File: config.mk
export PLATFORM = sky130hd
export DESIGN_NAME = mount_mapping_table
export DESIGN_NICKNAME = d
export VERILOG_FILES = /design/src/rtl/mmt_pkg.sv /design/src/rtl/mmt_ctrl.sv /design/src/rtl/mmt_dp.sv /design/src/rtl/mount_mapping_table.sv
export SDC_FILE = /design/constraint.sdc
export NUM_CORES = 2
export LEC_CHECK = 0
export ABC_AREA = 1
export ABC_CLOCK_PERIOD_IN_PS = 4970
export BUFFER_PORTS_ARGS = -buffer_cell sky130_fd_sc_hd__buf_4
export CELL_PAD_IN_SITES_DETAIL_PLACEMENT = 2
export CELL_PAD_IN_SITES_GLOBAL_PLACEMENT = 2
export CORE_MARGIN = 2
export CORE_UTILIZATION = 30
export CTS_CLUSTER_DIAMETER = 200
export CTS_CLUSTER_SIZE = 10
export DETAILED_ROUTE_END_ITERATION = 12
export PLACE_DENSITY_LB_ADDON = 0.1
export SYNTH_ARGS = -nofsm -noshare
export SYNTH_HDL_FRONTEND = slang
export SYNTH_SLANG_ARGS = --single-unit
File: constraint.sdc
create_clock -name clk -period 4.97 [get_ports clk]
set_input_delay 0.994 -clock clk [delete_from_list [all_inputs] [get_ports clk]]
set_output_delay 0.994 -clock clk [all_outputs]
set_load 0.1 [all_outputs]
File: src/rtl/mmt_pkg.sv
`default_nettype none

package mmt_pkg;

    // Default table depth
    localparam int TABLE_ENTRIES_DEF = 64;

    // Action codes
    localparam logic [1:0] ACT_LOOKUP = 2'd0;
    localparam logic [1:0] ACT_INSERT = 2'd1;
    localparam logic [1:0] ACT_REMOVE = 2'd2;

    // Status codes
    localparam logic [1:0] ST_OK        = 2'd0;
    localparam logic [1:0] ST_NOT_FOUND = 2'd1;
    localparam logic [1:0] ST_FULL      = 2'd2;

    // Request word
    typedef struct packed {
        logic [1:0]  action;
        logic [31:0] inode_number;
        logic [1:0]  source_partition;
        logic [1:0]  target_partition;
    } req_t;

    // Response word
    typedef struct packed {
        logic [1:0] status;
        logic [1:0] mapped_partition;
    } rsp_t;

    // One stored table entry
    typedef struct packed {
        logic [31:0] inode;
        logic [1:0]  part;
        logic [1:0]  target;
    } entry_t;

    // Controller to datapath
    typedef struct packed {
        logic load;
        logic rd;
        logic cmp;
        logic commit;
    } cmd_t;

    // Datapath to controller
    typedef struct packed {
        logic match;
        logic last;
        logic rsp_free;
    } stat_t;

endpackage

`default_nettype wire

File: src/rtl/mmt_ctrl.sv
`default_nettype none

module mmt_ctrl (
    input  wire logic          clk,
    input  wire logic          rst_n,
    input  wire logic          req_valid,
    output logic               req_ready,
    input  wire mmt_pkg::stat_t stat,
    output mmt_pkg::cmd_t      cmd
);
    import mmt_pkg::*;

    typedef enum logic [3:0] {
        S_IDLE   = 4'b0001,
        S_READ   = 4'b0010,
        S_CMP    = 4'b0100,
        S_COMMIT = 4'b1000
    } state_t;

    state_t state_reg;
    state_t state_next;

    // Next state and commands
    always_comb
    begin
        state_next = state_reg;
        cmd        = '0;
        unique case (state_reg)
            S_IDLE:
            begin
                cmd.load = req_valid;
                if (req_valid)
                begin
                    state_next = S_READ;
                end
            end
            S_READ:
            begin
                cmd.rd     = 1'b1;
                state_next = S_CMP;
            end
            S_CMP:
            begin
                cmd.cmp = 1'b1;
                if (stat.match || stat.last)
                begin
                    state_next = S_COMMIT;
                end
                else
                begin
                    state_next = S_READ;
                end
            end
            S_COMMIT:
            begin
                // hold until the response register is free
                if (stat.rsp_free)
                begin
                    cmd.commit = 1'b1;
                    state_next = S_IDLE;
                end
            end
            default:
            begin
                state_next = S_IDLE;
            end
        endcase
    end

    assign req_ready = (state_reg == S_IDLE);

    // State register
    always_ff @(posedge clk or negedge rst_n)
    begin
        if (!rst_n)
        begin
            state_reg <= S_IDLE;
        end
        else
        begin
            state_reg <= state_next;
        end
    end

endmodule

`default_nettype wire

File: src/rtl/mmt_dp.sv
`default_nettype none

module mmt_dp #(
    parameter int TABLE_ENTRIES = mmt_pkg::TABLE_ENTRIES_DEF
) (
    input  wire logic          clk,
    input  wire logic          rst_n,
    input  wire mmt_pkg::req_t req,
    input  wire mmt_pkg::cmd_t cmd,
    output mmt_pkg::stat_t     stat,
    output logic               rsp_valid,
    input  wire logic          rsp_ready,
    output mmt_pkg::rsp_t      rsp
);
    import mmt_pkg::*;

    localparam int IDX_W = (TABLE_ENTRIES > 1) ? $clog2(TABLE_ENTRIES) : 1;
    localparam logic [IDX_W-1:0] LAST_IDX = IDX_W'(TABLE_ENTRIES - 1);

    // Table storage and valid bits
    entry_t                   mem [TABLE_ENTRIES];
    logic [TABLE_ENTRIES-1:0] valid_reg;

    req_t             req_reg;
    entry_t           rd_entry_reg;
    logic             rd_valid_reg;
    logic [IDX_W-1:0] idx_reg;
    logic [IDX_W-1:0] free_idx_reg;
    logic             free_found_reg;
    logic             hit_reg;
    rsp_t             rsp_reg;
    logic             rsp_valid_reg;

    logic             match;
    logic             wr_en;
    logic [IDX_W-1:0] wr_addr;
    logic             set_valid;
    logic             clr_valid;
    rsp_t             rsp_next;
    logic             rsp_valid_next;
    entry_t           wr_entry;

    // Key compare on the entry read last
    assign match = rd_valid_reg
                 && (rd_entry_reg.inode == req_reg.inode_number)
                 && (rd_entry_reg.part == req_reg.source_partition);

    assign stat.match    = match;
    assign stat.last     = (idx_reg == LAST_IDX);
    assign stat.rsp_free = !rsp_valid_reg || rsp_ready;

    assign wr_entry = '{inode:  req_reg.inode_number,
                        part:   req_reg.source_partition,
                        target: req_reg.target_partition};

    // Outcome of the finished scan
    always_comb
    begin
        wr_en     = 1'b0;
        wr_addr   = hit_reg ? idx_reg : free_idx_reg;
        set_valid = 1'b0;
        clr_valid = 1'b0;
        rsp_next  = '{status: ST_OK, mapped_partition: 2'd0};
        unique case (req_reg.action)
            ACT_LOOKUP:
            begin
                if (hit_reg)
                begin
                    rsp_next.mapped_partition = rd_entry_reg.target;
                end
                else
                begin
                    rsp_next.status = ST_NOT_FOUND;
                end
            end
            ACT_INSERT:
            begin
                if (hit_reg)
                begin
                    wr_en = cmd.commit;
                end
                else if (free_found_reg)
                begin
                    wr_en     = cmd.commit;
                    set_valid = cmd.commit;
                end
                else
                begin
                    rsp_next.status = ST_FULL;
                end
            end
            ACT_REMOVE:
            begin
                if (hit_reg)
                begin
                    clr_valid = cmd.commit;
                end
                else
                begin
                    rsp_next.status = ST_NOT_FOUND;
                end
            end
            default:
            begin
                // unused code: no change, plain success
            end
        endcase
    end

    assign rsp_valid_next = cmd.commit ? 1'b1 : (rsp_ready ? 1'b0 : rsp_valid_reg);

    // Table memory: one write, one registered read
    always_ff @(posedge clk)
    begin
        if (wr_en)
        begin
            mem[wr_addr] <= wr_entry;
        end
        if (cmd.rd)
        begin
            rd_entry_reg <= mem[idx_reg];
        end
    end

    // Payload registers
    always_ff @(posedge clk)
    begin
        if (cmd.load)
        begin
            req_reg <= req;
        end
        if (cmd.commit)
        begin
            rsp_reg <= rsp_next;
        end
        if (cmd.cmp && !rd_valid_reg && !free_found_reg)
        begin
            free_idx_reg <= idx_reg;
        end
    end

    // Scan control and valid bits
    always_ff @(posedge clk or negedge rst_n)
    begin
        if (!rst_n)
        begin
            valid_reg      <= '0;
            rd_valid_reg   <= 1'b0;
            idx_reg        <= '0;
            free_found_reg <= 1'b0;
            hit_reg        <= 1'b0;
            rsp_valid_reg  <= 1'b0;
        end
        else
        begin
            rsp_valid_reg <= rsp_valid_next;
            if (cmd.load)
            begin
                idx_reg        <= '0;
                free_found_reg <= 1'b0;
                hit_reg        <= 1'b0;
            end
            if (cmd.rd)
            begin
                rd_valid_reg <= valid_reg[idx_reg];
            end
            if (cmd.cmp)
            begin
                if (!rd_valid_reg)
                begin
                    free_found_reg <= 1'b1;
                end
                if (match)
                begin
                    hit_reg <= 1'b1;
                end
                else if (idx_reg != LAST_IDX)
                begin
                    idx_reg <= idx_reg + 1'b1;
                end
            end
            if (set_valid)
            begin
                valid_reg[wr_addr] <= 1'b1;
            end
            if (clr_valid)
            begin
                valid_reg[idx_reg] <= 1'b0;
            end
        end
    end

    assign rsp_valid = rsp_valid_reg;
    assign rsp       = rsp_reg;

endmodule

`default_nettype wire

File: src/rtl/mount_mapping_table.sv
// Each request scans the table from entry 0 and stops at the first match;
// a miss, a fresh insert or a full table scans all TABLE_ENTRIES entries.
// Throughput: one request per scan; the scan reads one entry per READ/CMP
// state pair, and COMMIT waits until the response register is free.
// Reset (rst_n, async, active low) clears all valid bits at once: the table
// is empty and ready as soon as reset is released.
`default_nettype none

module mount_mapping_table #(
    parameter int TABLE_ENTRIES = mmt_pkg::TABLE_ENTRIES_DEF
) (
    input  wire logic          clk,
    input  wire logic          rst_n,
    input  wire logic          req_valid,
    output logic               req_ready,
    input  wire mmt_pkg::req_t req,
    output logic               rsp_valid,
    input  wire logic          rsp_ready,
    output mmt_pkg::rsp_t      rsp
);
    import mmt_pkg::*;

    cmd_t  cmd;
    stat_t stat;

    // Sequencer
    mmt_ctrl u_ctrl (
        .clk       (clk),
        .rst_n     (rst_n),
        .req_valid (req_valid),
        .req_ready (req_ready),
        .stat      (stat),
        .cmd       (cmd)
    );

    // Table, compare and response register
    mmt_dp #(
        .TABLE_ENTRIES (TABLE_ENTRIES)
    ) u_dp (
        .clk       (clk),
        .rst_n     (rst_n),
        .req       (req),
        .cmd       (cmd),
        .stat      (stat),
        .rsp_valid (rsp_valid),
        .rsp_ready (rsp_ready),
        .rsp       (rsp)
    );

endmodule

`default_nettype wire

==> metrics.md <==
| Metric | Value |
|---|---|
| Status | `complete, no violations` |
| Setup_tns | `0 ns` |
| M1 wire length | `174000 um` |
| Area growth, synth to finish | `16.4%` |
| GPL Wtd Cong | `0.768` |
| Post-synth top flop | `edfxtp_1` |
| Critical path cell sequence | `clkinv_1 > nand2_1 > o21ai_0 > inv_1 > nand2_1 > nor3_2 > buf_4` |
| Detail Route Antenna Nets | `0` |
| Post-Synth XOR/XNOR Area | `0.00103` |
| Crit path launch type | `flip-flop` |
| Worst min-delay path category | `in -> async` |
| Kind of critical path | `reg -> reg` |
| Die Y | `563 um` |
| Most common cell in the netlist | `edfxtp_1` |
| Sequential area share after synthesis | `0.786` |
| Post-route DRC | `0` |
| CORE AREA | `311000 sq um` |
| Ys async rst share | `0.0316` |
| Worst Tran Pin Value | `1.25 ns` |
| CTS Root Cell | `clkbuf_16` |
| Post-synthesis simple-gate area fraction | `0.137` |
| Vias per cell | `5.24` |
| Pwr Density | `464 nW/um^2` |
| Worst path top cell family by delay | `buffers and inverters` |
| Synth Area in Adders | `0.000134` |
| Post-synthesis mux area share | `0` |
| Syn. warnings | `0` |
| Die X | `563 um` |
| # nets final | `7320` |
| Post-synth EDFFs | `2388` |
| Max reg flops | `2304` |
| Slowest stage delay, CP | `0.71 ns` |
| Initial antenna violation count | `22` |
| Clk Latency, worst-skew pair | `0.91 ns` |
| Relative slew slack | `0.166` |
| Starting Density | `0.301` |
| # clock sinks | `2466` |
| Gr usage total | `0.244` |
| RSZ-0062 raised after global routing | `false` |
| Clock Pin Slew Worst Setup and Hold Paths | `0.06 ns` |
| Final WL | `390000 um` |
| Post-Place Cell Area | `101000 sq um` |
| Netlist cell types | `40` |
| FP Rows | `205` |
| Worst R2R Path Depth | `7` |
| Arr. time, crit path | `4.39 ns` |
| Worst vdd ir | `0.264 mV` |
| CTS max path bufs | `4` |
| Largest net degree at the start of global routing | `75` |
| Endpoints failing hold | `0` |
| Yosys top cell area share | `0.765` |
| Worst r2r src | `u_dp.idx_reg[3]$_DFF_PN0_` |
| Port Buf Inserts | `47` |
| Post-synthesis compound-gate area fraction | `0.0495` |
| Clock skew | `0.0491 ns` |
| Total number of vias | `60.1k` |
| I/O Pins | `48` |
| Dominant cell type by area after synthesis | `edfxtp_1` |
| Leak Pwr | `37.3 nW` |
| Most instantiated cells after synthesis | `edfxtp_1, nand2_1, nor2_1` |
| Main combinational cell family by area after synthesis | `simple AND/OR/NAND/NOR gates` |
| Minimum clock period | `3.90 ns` |
| Max Clock Freq | `257 MHz` |
| CP Capture Type | `flip-flop` |
| Final Util | `0.350` |
| Buffers and inverters on the worst path | `3` |
| Most common cell on crit path | `nand2_1` |
| Cell Area, Synth | `93700 sq um` |
| Period Utilization, post-route | `0.784` |
| CP max FO | `23` |
| Met3 wire length | `17200 um` |
| DIE AREA | `317000 sq um` |
| Mapped Avg Cell Area | `13.5 sq um` |
| CTS tree | `yes` |
| Post_cts resized | `0` |
| Num CTS Buffers | `284` |
| Hold_buf cts | `0` |
| H-tree depth | `5` |
| Pins over their slew limit | `0` |
| DR iter-0 viols | `5331` |
| Syn_nets | `6998` |
| Grt total ovfl | `0` |
| Dpl hpwl | `227000 um` |
| Synth area leaders | `edfxtp_1, nand2_1, a22oi_1` |
| Routed length on met2 | `190000 um` |
| Fraction of layout cells with a size suffix above 1 | `0.106` |
| # Post-CTS Setup Buffers | `0` |
| TritonRoute pass-1 iters | `5` |
| MaxCap Viol Count | `0` |
| WHS | `0.185 ns` |
| End of the worst register-to-register path | `u_dp.mem[14][14]$_DFFE_PP_` |
| PnR worst setup slack | `1.07 ns` |
| Crit-path slowest cell | `dfrtp_1` |
| Vias in the first global route | `63.2k` |
| Synthesis-stage register bit count | `2466` |
| Global-route wire length before repair | `535000 um` |
| Setup Slack @ Placement | `1.13 ns` |
| Design area | `109000 sq um` |
| Reg2Reg Setup Slack | `1.07 ns` |
| Wire length per cell | `34.0 um` |
| Highest Signal Layer | `met5` |
| FILL cells | `31.6k` |
| Endpoints failing setup | `0` |
| Synth Instances | `6955` |
| Worst EP required | `5.46 ns` |
[cell families (layout without fill, tap and decap cells)]
family,Yosys count,after routing
compound gates,768,768
xor+xnor,11,11
fa+ha+maj,1,1
buf+inv,589,952
flops,2466,2466
other cells,0,6
simple gates,3120,3120
[final cells by class]
cell class	instances	area, sq um	area share
well taps	4140	5180	0.0475
clock inverters	19	292	0.00267
diodes	6	15.0	0.000138
multi-input cells	3900	18000	0.165
repair buffers	370	3580	0.0328
flip-flops and latches	2466	73700	0.675
inverters	255	1000	0.00920
clock buffers	308	7320	0.0672
[layout by cell type, fill, tap and decap left out, types with 116 or more instances in the layout]
cell / n
nand4_1: 273
nand2_1: 2247
o21ai_0: 117
a22oi_1: 276
buf_4: 306
a21oi_1: 227
inv_1: 240
o21ai_1: 116
nor2_1: 289
edfxtp_1: 2388
nand3_1: 210
clkbuf_16: 290
[worst max path at each step]
stage                               startpoint                          to  slack, ns  cells past startpoint
6_report             u_dp.idx_reg[3]$_DFF_PN0_  u_dp.mem[14][14]$_DFFE_PP_       1.07                      7
2_1_floorplan  u_ctrl.state_reg[0]$_DFFE_PN1P_   u_dp.req_reg[0]$_DFFE_PP_       0.15                      4
3_3_place_gp         u_dp.idx_reg[3]$_DFF_PN0_  u_dp.mem[14][20]$_DFFE_PP_       1.21                      7
4_1_cts              u_dp.idx_reg[3]$_DFF_PN0_  u_dp.mem[14][14]$_DFFE_PP_       1.08                      7
3_5_place_dp         u_dp.idx_reg[3]$_DFF_PN0_  u_dp.mem[14][20]$_DFFE_PP_       1.13                      7
5_1_grt              u_dp.idx_reg[3]$_DFF_PN0_  u_dp.mem[14][14]$_DFFE_PP_       0.88                      7
[per-layer routing]
metal | global-route usage | up-vias
li1 | - | 25500
met1 | 0.337 | 32900
met2 | 0.413 | 1332
met3 | 0.0289 | 414
met4 | 0.0506 | 2
met5 | 0 | -
[through the flow]
step,power [mW],instances
6_report,50.6,11500
5_1_grt,52.5,11500
4_1_cts,51.3,11500
3_5_place_dp,32.5,11100
3_3_place_gp,32.4,11100
2_1_floorplan,28.2,6955
[report_power, final]
part	leakage [nW]	total (mW)	internal, mW	switching, mW
logic	11.0	7.53	1.68	5.85
registers	22.6	24.3	24.0	0.348
clock network	3.73	18.8	10.4	8.35
total	37.3	50.6	36.1	14.5
[worst register-to-register path, stage by stage (launching register included)]
cell and delay [ns]:
dfrtp_1 0.71, clkinv_1 0.53, nand2_1 0.15, o21ai_0 0.24, inv_1 0.21, nand2_1 0.60
nor3_2 0.46, buf_4 0.57
Power figures use the tool's default switching activity.
